`src/design/vtbs_pkg.sv`:
```
`default_nettype none

package vtbs_pkg;

    localparam int DEPTH_DEF       = 64;
    localparam int RANGE_MAX_DEF   = 31;
    localparam int SAMPLE_BITS_DEF = 16;

    localparam int HW_BITS = 5;
    localparam int PC_BITS = 4;
    localparam int HW_MAX  = 31;
    localparam int W_BITS  = 6;

    localparam int CFG_IDX_BITS  = 2;
    localparam int CFG_DATA_BITS = 5;
    localparam logic [CFG_IDX_BITS-1:0] CFG_HALF_WIDTH = 2'd0;
    localparam logic [CFG_IDX_BITS-1:0] CFG_PASS_COUNT = 2'd1;

    localparam int PIPE_LAT   = 5;
    localparam int DRAIN_BITS = 3;

    typedef enum logic [2:0] {
        ST_LOAD,
        ST_RECIP,
        ST_PASS,
        ST_DRAIN,
        ST_EMIT
    } state_t;

    typedef struct packed {
        logic valid;
        logic sub_en;
    } step_t;

endpackage

`default_nettype wire

```
`src/design/vtbs_recip.sv`:
```
`default_nettype none

module vtbs_recip
    import vtbs_pkg::*;
#(
    parameter int SAMPLE_BITS = SAMPLE_BITS_DEF
)
(
    input  wire logic                                  clk,
    input  wire logic                                  rst_n,
    input  wire logic                                  start,
    input  wire logic [W_BITS-1:0]                     w,
    output logic                                       busy,
    output logic [SAMPLE_BITS+2*W_BITS-2:0]            m
);

    localparam int K        = SAMPLE_BITS + 2 * W_BITS;
    localparam int M_BITS   = K - 1;
    localparam int CNT_BITS = $clog2(K + 2);

    logic                busy_reg, busy_next;
    logic [CNT_BITS-1:0] cnt_reg, cnt_next;
    logic [W_BITS:0]     rem_reg, rem_next;
    logic [M_BITS-1:0]   q_reg, q_next;
    logic [W_BITS-1:0]   w_reg, w_next;
    logic [W_BITS:0]     rem_sh;
    logic                ge;

    // ceil(2^K / w), one quotient bit per cycle
    always_comb
    begin
        busy_next = busy_reg;
        cnt_next  = cnt_reg;
        rem_next  = rem_reg;
        q_next    = q_reg;
        w_next    = w_reg;
        rem_sh    = {rem_reg[W_BITS-1:0], (cnt_reg == '0)};
        ge        = (rem_sh >= {1'b0, w_reg});
        if (start)
        begin
            busy_next = 1'b1;
            cnt_next  = '0;
            rem_next  = '0;
            q_next    = '0;
            w_next    = w;
        end
        else if (busy_reg)
        begin
            rem_next = ge ? (rem_sh - {1'b0, w_reg}) : rem_sh;
            q_next   = {q_reg[M_BITS-2:0], ge};
            cnt_next = cnt_reg + 1'b1;
            if (cnt_reg == CNT_BITS'(K))
            begin
                busy_next = 1'b0;
            end
        end
    end

    always_ff @(posedge clk or negedge rst_n)
    begin
        if (!rst_n)
        begin
            busy_reg <= 1'b0;
            cnt_reg  <= '0;
        end
        else
        begin
            busy_reg <= busy_next;
            cnt_reg  <= cnt_next;
        end
    end

    always_ff @(posedge clk)
    begin
        rem_reg <= rem_next;
        q_reg   <= q_next;
        w_reg   <= w_next;
    end

    assign busy = busy_reg;
    assign m    = q_reg + M_BITS'(rem_reg != '0);

endmodule

`default_nettype wire

```
`config.mk`:
```
export PLATFORM = sky130hd
export DESIGN_NAME = vtbs_recip
export DESIGN_NICKNAME = d
export VERILOG_FILES = /design/src/design/vtbs_pkg.sv /design/src/design/vtbs_recip.sv
export SDC_FILE = /design/constraint.sdc
export NUM_CORES = 1
export LEC_CHECK = 0
export ABC_AREA = 1
export BUFFER_PORTS_ARGS = -buffer_cell sky130_fd_sc_hd__buf_2
export CAP_MARGIN = 10
export CORE_MARGIN = 2
export CORE_UTILIZATION = 62
export CTS_BUF_LIST = sky130_fd_sc_hd__clkbuf_8
export DETAILED_ROUTE_END_ITERATION = 7
export GPL_ROUTABILITY_DRIVEN = 1
export GPL_TIMING_DRIVEN = 0
export PLACE_DENSITY = 0.85
export SLEW_MARGIN = 5
export SYNTH_ARGS = -nofsm -noshare
export SYNTH_HDL_FRONTEND = slang
export SYNTH_SLANG_ARGS = --single-unit
```
`constraint.sdc`:
```
create_clock -name clk -period 5.9 [get_ports clk]
set_input_delay 0.59 -clock clk [delete_from_list [all_inputs] [get_ports clk]]
set_output_delay 0.59 -clock clk [all_outputs]
set_load 0.1 [all_outputs]
```
==> impl_summary.log <==
INFO  metric antenna-diode-count = 0
INFO  metric rsz0062_at_grt = no
INFO  metric power_frac_seq = 0.379
INFO  metric fin_setup_tns = 0 ns
INFO  metric drtAntennaViolNets = 0
INFO  metric globalRouteTotalUtil = 0.2697
INFO  metric hpwlAfterDp = approximately 4.7 mm
INFO  metric core_region_area = approximately 4100 µm²
INFO  metric regToRegSetupSlack = approximately 3.8 ns
INFO  metric die_w = about 70 µm
INFO  metric clk-insertion-delay-late = roughly 0.31 ns
INFO  metric hold_path_class = primary input to asynchronous set/reset pin
INFO  metric final-hold-violation-count = 0
INFO  metric seq_area_frac_synth = 0.3762
INFO  metric initialDrtViolationCount = ~230
INFO  metric port-buffer-count = 36
INFO  metric worst_ep_required_time = 5.31 ns
INFO  metric outcome = finished, final reports clean
INFO  metric cts_hold_buffers = 0
INFO  metric wire_length_of_the_first_global_routing_pass = ~11 mm
INFO  metric max_clock_freq = slightly below 0.3 GHz
INFO  metric power.combinational.fraction = 0.387
INFO  metric final_min_period_over_clock_period = 0.5732
INFO  metric ys_seq_elements = between 40 and 50
INFO  metric cts-root-buf = clkbuf_8
INFO  metric clock_transition_at_the_registers_of_the_reported_paths = around 0.08 ns
INFO  metric detail_route.wirelength = 6.188 mm
INFO  metric route.vias.total = approximately 2,500
INFO  metric floorplan.die_area = 4878 µm²
INFO  metric syn-num-nets = between 300 and 400
INFO  metric total_drc_errors_in_the_routed_layout = 0
INFO  metric finalWorstPathRequiredPeriod = around 3.4 ns
INFO  metric place_area = 2930 µm²
INFO  metric switchingPower = slightly above 400 µW
INFO  metric critPathCaptureType = output pin
INFO  metric detail_route.first_pass.iterations = 7
INFO  metric floorplan.initialDensity = 0.6577
INFO  metric wire_length_per_cell_after_detailed_routing = 13.66 µm
INFO  metric slew_at_the_pin_closest_to_its_max_slew_limit = 0.4910 ns
INFO  metric numCtsBuffers = 5
INFO  metric worstRegToRegCells = 13
INFO  metric fin_area = around 3000 µm²
INFO  metric crit_arrival = 2.79 ns
INFO  metric final_layout_size_suffix_gt1_frac = 0.1538
INFO  metric buffer_count_from_post_cts_setup_fixing = 0
INFO  metric worst_slew_margin_rel = 0.6749
INFO  metric route.detailed.vias_per_inst = between 5 and 6
INFO  metric internal-power = around 580 µW
INFO  metric switching_share = 0.4159
INFO  metric globalplace.congestion = 0.8901
INFO  metric path_max_fanout = 7
INFO  metric grt_antenna_before_repair = 0
INFO  metric finalSetupViolations = 0
INFO  metric critical_path.startpoint = rem_reg[5]
INFO  metric powerDensity = between 300 and 400 nW/µm²
INFO  metric htreeDepth = 2
INFO  metric worst_r2r_endpoint = rem_reg[5]
INFO  metric slew_violations = 0
INFO  metric setup.worst_path.class = register to output pin
INFO  metric area_growth = 13.13%
INFO  metric placementRows = 23
INFO  metric fp.dieH = 69.84 µm
INFO  metric r2r-start = cnt_reg[0]
INFO  metric fin_worst_skew = roughly 0.0067 ns
INFO  metric setup.worst_path.end = m[20]
INFO  metric post_cts_resized = 0
INFO  metric post_synth_instance_area = roughly 2700 µm²
INFO  metric dpl.cell_count = around 450
INFO  metric final_net_count = 423
INFO  metric worst_setup_path_start_kind = register
INFO  metric ir_worst_vdd = 0.0002497 V
INFO  metric io-pin-count = 37
INFO  metric synth.yosys.warnings = 0
INFO  metric filler_free_cell_count_of_the_finished_design = 453
INFO  metric clockPowerShare = 0.234
INFO  metric cts_tree = done
INFO  metric cap_violations = 0
INFO  metric largest_register_ffs = 27
INFO  metric global_route.overflow_total = 0
INFO  metric grt_max_degree = 15
INFO  metric power_leakage = 1.404 nW
INFO  metric cts-root-to-sink-buffers = 2
INFO  metric grt_pass1_vias = 2,336
INFO  metric fillCellCount = 328
INFO  metric synth.distinct_cells = 32
INFO  metric post_synth.cell_area_avg = 7.486 µm²
INFO  metric clock-sinks = 46
INFO  metric synthCells = between 300 and 400
-- cell usage after synthesis --
cell | number | share of area
and3_1 | 1 | 0.0023
o21ai_0 | 5 | 0.0093
ha_1 | 11 | 0.051
dfxtp_1 | 34 | 0.25
dfrtp_1 | 6 | 0.056
nor3b_1 | 1 | 0.0028
inv_2 | 3 | 0.0042
nand3_1 | 20 | 0.037
inv_1 | 63 | 0.088
edfxtp_1 | 6 | 0.067
nor3_2 | 3 | 0.011
nor4_1 | 2 | 0.0047
clkbuf_1 | 3 | 0.0042
a21oi_4 | 1 | 0.0061
nand3_2 | 2 | 0.0074
o22ai_1 | 26 | 0.061
a21oi_1 | 7 | 0.013
nor3_4 | 1 | 0.0061
or2_1 | 1 | 0.0023
fa_1 | 1 | 0.0074
nor2_1 | 22 | 0.031
xor2_1 | 22 | 0.072
buf_1 | 1 | 0.0014
nand2_1 | 82 | 0.11
nor2_4 | 1 | 0.0042
nand4_1 | 11 | 0.026
nor2_2 | 4 | 0.0093
o21ai_1 | 1 | 0.0019
nand2_2 | 2 | 0.0047
xnor2_1 | 2 | 0.0065
nor3_1 | 12 | 0.022
nand3_4 | 2 | 0.013
-- per-layer routing --
layer | global-route usage | wire length (µm)
met4 | 0.07265 | 59
met5 | 0 | 0
met3 | 0.04506 | 363
met1 | 0.3680 | 2806
met2 | 0.4444 | 2959
-- layout by cell type (no fill, tap or decap), types with 2 or more instances in the layout --
cell type	count
inv_1	64
inv_2	3
buf_2	36
nand3_2	2
nor3_2	3
nand4_1	11
nor2_1	22
nand2_1	82
dfrtp_1	6
clkbuf_8	5
nand2_2	2
nand3_1	20
a21oi_1	7
o22ai_1	26
o21ai_0	5
ha_1	11
nor3_1	12
dfxtp_1	34
xor2_1	22
nor4_1	2
xnor2_1	2
nand3_4	2
edfxtp_1	6
clkbuf_1	3
nor2_2	4
-- worst min-delay path by stage --
stage | startpoint | end | slack (ns) | cells past startpoint
6_report | rst_n | cnt_reg[1] | 0.09 | 1
5_1_grt | rst_n | cnt_reg[0] | 0.09 | 1
4_1_cts | rst_n | cnt_reg[1] | 0.08 | 1
3_5_place_dp | rst_n | cnt_reg[1] | 0.41 | 1
3_3_place_gp | rst_n | cnt_reg[0] | 0.41 | 1
2_1_floorplan | rst_n | busy | 0.29 | 0
-- critical path: stages (launching register included) --
cell,delay [ns]
dfxtp_1,0.48
nor4_1,0.10
nand4_1,0.08
ha_1,0.22
ha_1,0.24
nand3_2,0.15
nor3_4,0.32
nand3_4,0.17
nor2_2,0.14
xor2_1,0.15
buf_2,0.44
-- power groups by stage --
stage               clock, mW  combinational (mW)  sequential (mW)
floorplan                   0               0.327            0.373
global placement            0               0.372            0.381
detailed placement          0               0.380            0.383
CTS                     0.235               0.384            0.377
global route            0.246               0.427            0.381
finish                  0.233               0.385            0.378
-- through the flow --
step	total power [mW]	setup slack [ns]	utilization	hold slack, ns
finish	0.9961	2.518	0.7440	0.08553
global route	1.054	2.321	0.7440	0.09089
CTS	0.9962	2.571	0.7440	0.08226
detailed placement	0.7630	2.912	0.7171	0.4149
global placement	0.7532	2.958	0.7171	0.4112
floorplan	0.6995	2.368	-	0.2944
-- layout make-up --
class	instances	area, µm²	share of cell area
multi-input cells	243	1414	0.4650
flip-flops and latches	46	1011	0.3325
inverters	66	247.7	0.08148
repair buffers	36	180.2	0.05926
clock buffers	5	68.82	0.02263
well taps	50	62.56	0.02058
clock inverters	3	41.29	0.01358
plain buffers	4	15.01	0.004938
-- logic make-up (layout without fill, tap and decap cells) --
group / count (synthesis) / in the layout / synth area share
AO/OA/AOI/OAI: 40 / 40 / 0.09078
flip-flops: 46 / 46 / 0.3762
adder cells (fa/ha/maj): 12 / 12 / 0.05866
XOR/XNOR: 24 / 24 / 0.07821
AND/OR/NAND/NOR: 167 / 167 / 0.2984
buffers and inverters: 70 / 114 / 0.09776
Power figures use the tool's default switching activity.
