`config.mk`:
```
export PLATFORM = sky130hd
export DESIGN_NAME = vtbs_lane
export DESIGN_NICKNAME = d
export VERILOG_FILES = /design/src/design/vtbs_pkg.sv /design/src/design/vtbs_lane.sv
export SDC_FILE = /design/constraint.sdc
export NUM_CORES = 1
export LEC_CHECK = 0
export BUFFER_PORTS_ARGS = -buffer_cell sky130_fd_sc_hd__buf_2
export CAP_MARGIN = 20
export CORE_MARGIN = 2
export CORE_UTILIZATION = 45
export CTS_CLUSTER_DIAMETER = 200
export DETAILED_ROUTE_END_ITERATION = 7
export RECOVER_POWER = 25
export REMOVE_ABC_BUFFERS = 1
export SLEW_MARGIN = 10
export SYNTH_ARGS = -nofsm -noshare
export SYNTH_HDL_FRONTEND = slang
export SYNTH_SLANG_ARGS = --single-unit
```
`constraint.sdc`:
```
create_clock -name clk -period 15.57 [get_ports clk]
set_input_delay 0.7785 -clock clk [delete_from_list [all_inputs] [get_ports clk]]
set_output_delay 0.7785 -clock clk [all_outputs]
set_load 0.01 [all_outputs]
```
`src/design/vtbs_pkg.sv`:
```
`default_nettype none

package vtbs_pkg;

    localparam int DEPTH_DEF       = 64;
    localparam int RANGE_MAX_DEF   = 31;
    localparam int SAMPLE_BITS_DEF = 16;

    localparam int HW_BITS = 5;
    localparam int PC_BITS = 4;
    localparam int HW_MAX  = 31;
    localparam int W_BITS  = 6;

    localparam int CFG_IDX_BITS  = 2;
    localparam int CFG_DATA_BITS = 5;
    localparam logic [CFG_IDX_BITS-1:0] CFG_HALF_WIDTH = 2'd0;
    localparam logic [CFG_IDX_BITS-1:0] CFG_PASS_COUNT = 2'd1;

    localparam int PIPE_LAT   = 5;
    localparam int DRAIN_BITS = 3;

    typedef enum logic [2:0] {
        ST_LOAD,
        ST_RECIP,
        ST_PASS,
        ST_DRAIN,
        ST_EMIT
    } state_t;

    typedef struct packed {
        logic valid;
        logic sub_en;
    } step_t;

endpackage

`default_nettype wire

```
`src/design/vtbs_lane.sv`:
```
`default_nettype none

module vtbs_lane
    import vtbs_pkg::*;
#(
    parameter int SAMPLE_BITS = SAMPLE_BITS_DEF
)
(
    input  wire logic                                  clk,
    input  wire logic                                  rst_n,
    input  wire logic                                  clr,
    input  wire step_t                                 step,
    input  wire logic signed [SAMPLE_BITS-1:0]         add_data,
    input  wire logic signed [SAMPLE_BITS-1:0]         sub_data,
    input  wire logic [W_BITS-1:0]                     w,
    input  wire logic [SAMPLE_BITS+2*W_BITS-2:0]       m,
    output logic signed [SAMPLE_BITS-1:0]              q
);

    localparam int K      = SAMPLE_BITS + 2 * W_BITS;
    localparam int M_BITS = K - 1;
    localparam int N      = SAMPLE_BITS + W_BITS;
    localparam int P      = N + M_BITS;

    logic signed [N-1:0]           sum_reg, sum_next;
    logic [N-1:0]                  x_reg, x_next;
    logic                          neg1_reg, neg2_reg;
    logic [P-1:0]                  prod_reg, prod_next;
    logic signed [SAMPLE_BITS-1:0] q_reg, q_next;
    logic [N-1:0]                  neg_sum;
    logic [SAMPLE_BITS-1:0]        mag;

    always_comb
    begin
        sum_next = sum_reg;
        if (clr)
        begin
            sum_next = '0;
        end
        else if (step.valid)
        begin
            sum_next = sum_reg + N'(add_data) - (step.sub_en ? N'(sub_data) : N'(0));
        end
    end

    // floor(s / w) for s < 0 is -floor((|s| + w - 1) / w)
    always_comb
    begin
        neg_sum   = ~unsigned'(sum_reg) + 1'b1;
        x_next    = sum_reg[N-1] ? (neg_sum + N'(w) - 1'b1) : unsigned'(sum_reg);
        prod_next = P'(x_reg) * P'(m);
        mag       = prod_reg[K+SAMPLE_BITS-1:K];
        q_next    = neg2_reg ? signed'(~mag + 1'b1) : signed'(mag);
    end

    always_ff @(posedge clk or negedge rst_n)
    begin
        if (!rst_n)
        begin
            sum_reg <= '0;
        end
        else
        begin
            sum_reg <= sum_next;
        end
    end

    always_ff @(posedge clk)
    begin
        x_reg    <= x_next;
        neg1_reg <= sum_reg[N-1];
        prod_reg <= prod_next;
        neg2_reg <= neg1_reg;
        q_reg    <= q_next;
    end

    assign q = q_reg;

endmodule

`default_nettype wire

```
==> results.json, run 1 <==
{
  "drc_errors": 0,
  "cts_made_buffers": 9,
  "dr.pass1.iters": 7,
  "clockRootBuffer": "clkbuf_16",
  "synthFlopType": "dfxtp_1",
  "first_iter_violations": 796,
  "max_slew_margin_pct": 13.6,
  "vias": 15450,
  "placementRows": 80,
  "synth_most_common_cell": "inv_1",
  "clk_latency_ns": 0.34,
  "outcome": "finished, final reports clean",
  "crit_type": "reg2reg",
  "syn_area_um2": 21800,
  "clk_pin_slew_ns": 0.07,
  "grt_setup_unrepaired": "false",
  "syn-instance-count": 2410,
  "hpwlAfterDp_um": 43300,
  "synth_edf_count": 0,
  "async_reset_ff_share_pct": 28.2,
  "hold_path.class": "reg2reg",
  "grt_usage_pct": 23.5,
  "cts_buffer_depth": 2,
  "critPathLaunchType": "flip-flop",
  "gp_congestion": 0.835,
  "grt_max_degree": 32,
  "overflow": 0,
  "synth-seq-cells": 78,
  "worst_pin_slew_ns": 1.30,
  "synthTopCellsByArea": "fa_1 (47%), inv_1 (9.8%), ha_1 (9.2%)",
  "drv_slew": 0,
  "placed_area_um2": 22700,
  "hold_viol_final": 0,
  "die-area_um2": 50300,
  "clock_skew_ns": 0.0123,
  "layout_worst_path_cycle_share_pct": 49.1,
  "fmax_mhz": 131,
  "ctsHoldBuffers": 0,
  "synth_commonest_cells": "inv_1 (569), fa_1 (510), nand2_1 (391)",
  "htree_levels": 3,
  "ys_types": 62,
  "ioPinCount": 86,
  "grt_pass1_vias": 17268,
  "wl_per_cell_um": 18.1,
  "vias_per_cell": 5.10,
  "cts_resized": 0,
  "fin_area_um2": 23000,
  "cp.arrival_ns": 7.89,
  "portBuffers": 85,
  "fillers": 4666,
  "core_region_area_um2": 47800,
  "synth_top_area_share_pct": 46.8,
  "routed_wl_um": 54900,
  "cap_viol_max_count": 0,
  "area_growth_pct": 5.51,
  "ant_nets": 0,
  "avgSynthCellArea_um2": 9.06,
  "cp.required_ns": 15.82,
  "final_nets": 3150,
  "start_util_pct": 45.6,
  "setup_tns_ns": 0,
  "synth_area_leader_cell": "fa_1",
  "drive_above_1_share_pct": 5.67,
  "cts_tree": "done",
  "yosys_warnings": 0,
  "path_max_fanout": 17,
  "ys_seq_area_share_pct": 7.66,
  "post_cts_buffers": 0,
  "dieHeight_um": 224,
  "critPathCaptureType": "flip-flop",
  "die_w_um": 224,
  "clock_sinks": 78,
  "setup_viol_count_final": 0,
  "antenna_found_initial": 4,
  "fin_crit_ns": 7.64,
  "grt_first_pass_wirelength_um": 92300
}
==> through the flow <==
step	utilization (%)	setup WS (ns)	cells	hold WS, ns
finish	48.1	7.93	3031	0.320
global route	48.1	7.67	3030	0.342
CTS	48.1	7.86	3030	0.322
detailed placement	47.5	7.67	3014	0.312
global placement	47.5	7.71	3014	0.311
floorplan	-	9.04	2292	0.310
==> area by class of cell <==
class / instances / area (um2) / area share, %
diodes: 1 / 2.50 / 0.0109
clock buffers: 9 / 225 / 0.978
clock inverters: 7 / 61.3 / 0.266
inverters: 569 / 2140 / 9.27
multi-input cells: 1645 / 17600 / 76.3
flip-flops and latches: 78 / 1670 / 7.26
well taps: 615 / 769 / 3.34
repair buffers: 107 / 589 / 2.56
==> cells in the final DEF (no fill, tap or decap), drive strengths merged, types with 4 or more instances in the layout <==
cell type,n
o22ai,4
nor2,42
xor2,19
inv,574
fa,510
nand2,391
a21o,11
nor4,6
or3,5
ha,160
a21oi,38
and4,4
clkbuf,10
nand3,10
dfxtp,56
nor3,9
or4,4
mux2i,11
o21a,5
a211oi,11
dfrtp,22
nand4,6
xnor2,57
nor2b,6
buf,106
and2,244
nand2b,11
o21ai,35
o31ai,9
o21bai,6
a2111oi,4
==> cells by family after synthesis <==
family                     count (synthesis)  share of synthesized area, %
DFF                                       78                          7.66
AOI/OAI and AO/OA                        140                          4.38
adders and majority gates                670                          55.9
muxes                                     13                         0.608
buffers and inverters                    687                          11.8
and+or+nand+nor                          746                          16.5
xor gates and xnor gates                  76                          3.05
==> worst paths after layout <==
check | startpoint | endpoint | slack, ns | depth (start not counted)
setup / recovery | x_reg[5]$_DFF_P_ | prod_reg[43]$_DFF_P_ | 7.93 | 21
hold / removal | neg1_reg$_DFF_P_ | neg2_reg$_DFF_P_ | 0.32 | 0
setup reg to reg | x_reg[5]$_DFF_P_ | prod_reg[43]$_DFF_P_ | 7.93 | 21
hold reg to reg | neg1_reg$_DFF_P_ | neg2_reg$_DFF_P_ | 0.32 | 0
max in group asynchronous | rst_n | sum_reg[12]$_DFFE_PN0P_ | 14.09 | 1
min in group asynchronous | rst_n | sum_reg[10]$_DFFE_PN0P_ | 0.71 | 1
==> metal layers <==
layer / wire, um / vias up / part of all wire (%) / track usage, %
met5: 34 / - / 0.062 / 0
met4: 1620 / 8 / 3.0 / 6.92
met3: 2460 / 86 / 4.5 / 2.48
met2: 27200 / 385 / 50 / 40.9
met1: 23600 / 7948 / 43 / 31.2
li1: - / 7023 / - / -
==> worst max-delay path, cell delays in order (launching register included) <==
cell and delay [ns]:
dfxtp_1 0.77, buf_4 0.38, and2_1 0.19, fa_1 0.44, fa_1 0.52, inv_1 0.05
fa_1 0.48, inv_1 0.08, fa_1 0.50, fa_1 0.53, fa_1 0.47, fa_1 0.56
ha_1 0.33, o21ai_1 0.08, a211oi_2 0.28, a41oi_1 0.18, o32ai_2 0.57, nor4b_4 0.40
nor2b_2 0.11, o311ai_4 0.33, a21oi_2 0.10, xnor2_1 0.19
Power of run 1 is not shown: default switching activity piles up to over one toggle a cycle in this logic, so the estimate is an artifact.
==> inputs of run 2 (changes only) <==
clock period = 6.7 ns   (was 15.57 ns; I/O delays follow)
==> results.json, run 2 (synthesis gave the netlist of run 1 again) <==
{
  "critPathCaptureType": "flip-flop",
  "routed_wl_um": 58900,
  "clock_sinks": 78,
  "area_growth_pct": 14.1,
  "post-place-ws_ns": -0.676,
  "start_util_pct": 45.6,
  "worst_pin_slew_ns": 1.28,
  "multi_input_area_um2": 18000,
  "layout_worst_path_cycle_share_pct": 102,
  "fin_crit_ns": 6.83,
  "clk_latency_ns": 0.34,
  "cp.required_ns": 6.92,
  "grt_max_degree": 32,
  "drv_slew": 0,
  "vias": 16226,
  "cp.arrival_ns": 7.05,
  "hold_path_end": "neg2_reg$_DFF_P_",
  "first_iter_violations": 952,
  "die_w_um": 224,
  "r2r-end": "prod_reg[43]$_DFF_P_",
  "grt_first_pass_wirelength_um": 97300,
  "placementRows": 80,
  "overflow": 0,
  "fin_ws_ns": -0.126,
  "r2r_cells": 22,
  "grt_setup_unrepaired": "true",
  "drc_errors": 0,
  "die-area_um2": 50300,
  "clock_skew_ns": 0.00862,
  "antenna_cells": 0,
  "drive_above_1_share_pct": 14.5,
  "grt_pass1_vias": 18094,
  "cts_made_buffers": 9,
  "gp_congestion": 0.926,
  "reg2reg_slack_ns": -0.13,
  "hold_path.class": "reg2reg",
  "dieHeight_um": 224,
  "outcome": "finished, violations left",
  "ioPinCount": 86,
  "path_max_fanout": 8,
  "setup_viol_count_final": 4,
  "dp_cells": 3150,
  "hpwlAfterDp_um": 50100,
  "clockRootBuffer": "clkbuf_16",
  "whs_path_depth": 0,
  "fmax_mhz": 147,
  "final_cell_mix": "inv_1 (557), fa_1 (485), nand2_1 (389)",
  "clk_pin_slew_ns": 0.06,
  "wl_per_cell_um": 18.5,
  "final_common_cell": "inv_1",
  "dr.pass1.iters": 5,
  "rr_startpoint": "x_reg[10]$_DFF_P_",
  "setup_tns_ns": -0.326,
  "max_slew_margin_pct": 14.5,
  "final_nets": 3301,
  "htree_levels": 3,
  "critPathLaunchType": "flip-flop",
  "finalNonFillerCells": 3181,
  "antenna_found_initial": 0,
  "regArea_um2": 1700,
  "vias_per_cell": 5.10,
  "fillers": 4490,
  "worstHoldStart": "neg1_reg$_DFF_P_",
  "ant_nets": 0,
  "hold_viol_final": 0,
  "core_region_area_um2": 47800,
  "cap_viol_max_count": 0,
  "portBuffers": 85,
  "cts_buffer_depth": 2,
  "grt_usage_pct": 24.8,
  "failed_checks": "negative setup slack",
  "cts_tree": "done",
  "crit_type": "reg2reg"
}
==> run 2: cell type report <==
type / instances / area share (%)
Timing Repair Buffer: 258 / 8.26
Clock buffer: 9 / 0.904
Clock inverter: 7 / 0.221
Tap cell: 615 / 3.09
Sequential cell: 78 / 6.83
Inverter: 569 / 8.58
Multi-Input combinational cell: 1645 / 72.1
==> run 2: layer usage <==
metal / vias to the layer above / wire length, um / share of wire, % / track usage (%)
met3: 101 / 2760 / 4.7 / 2.69
met2: 450 / 29900 / 51 / 44.5
met4: 0 / 1920 / 3.3 / 7.37
li1: 7324 / - / - / -
met1: 8351 / 24300 / 41 / 31.7
met5: - / 0 / 0 / 0
==> run 2: worst max-delay path by stage <==
stage	startpoint	to	cells after the start	slack (ns)
after global placement	x_reg[7]$_DFF_P_	prod_reg[36]$_DFF_P_	24	-0.54
after floorplan	x_reg[1]$_DFF_P_	prod_reg[36]$_DFF_P_	21	0.21
final	x_reg[10]$_DFF_P_	prod_reg[43]$_DFF_P_	22	-0.13
after global routing	x_reg[6]$_DFF_P_	prod_reg[43]$_DFF_P_	22	-0.27
after CTS	x_reg[15]$_DFF_P_	prod_reg[43]$_DFF_P_	22	-0.08
after detailed placement	x_reg[7]$_DFF_P_	prod_reg[36]$_DFF_P_	24	-0.68
==> run 2: worst max-delay path: stages (launching register included) <==
cell and delay [ns]:
dfxtp_2 0.33, buf_12 0.14, buf_6 0.12, and2_1 0.16, fa_1 0.51, inv_2 0.05
fa_2 0.56, fa_1 0.43, fa_1 0.51, inv_2 0.05, fa_1 0.54, fa_1 0.42
fa_1 0.49, ha_4 0.32, o21ai_4 0.07, a211oi_4 0.26, a41oi_2 0.24, o32ai_4 0.46
nor4b_4 0.35, nor2b_2 0.10, o311ai_4 0.35, a21oi_2 0.10, xnor2_1 0.13
==> run 2: stage by stage <==
stage	area (um2)	hold WS, ns	util, %
detailed placement	24000	0.315	50.2
global placement	24000	0.311	50.2
finish	24900	0.328	52.1
global route	24900	0.332	52.1
floorplan	21400	0.0394	-
CTS	24700	0.329	51.7
==> run 2: what timing repair did <==
item | 4_1_cts | 5_1_grt
hold buffers | 1 | 0
gates resized for setup | 92 | 33
pin swaps | 64 | 48
setup endpoints to repair | 16 | 12
setup buffers | 12 | 3
hold endpoints to repair | 22 | 0
Power of run 2 is left out for the same reason.
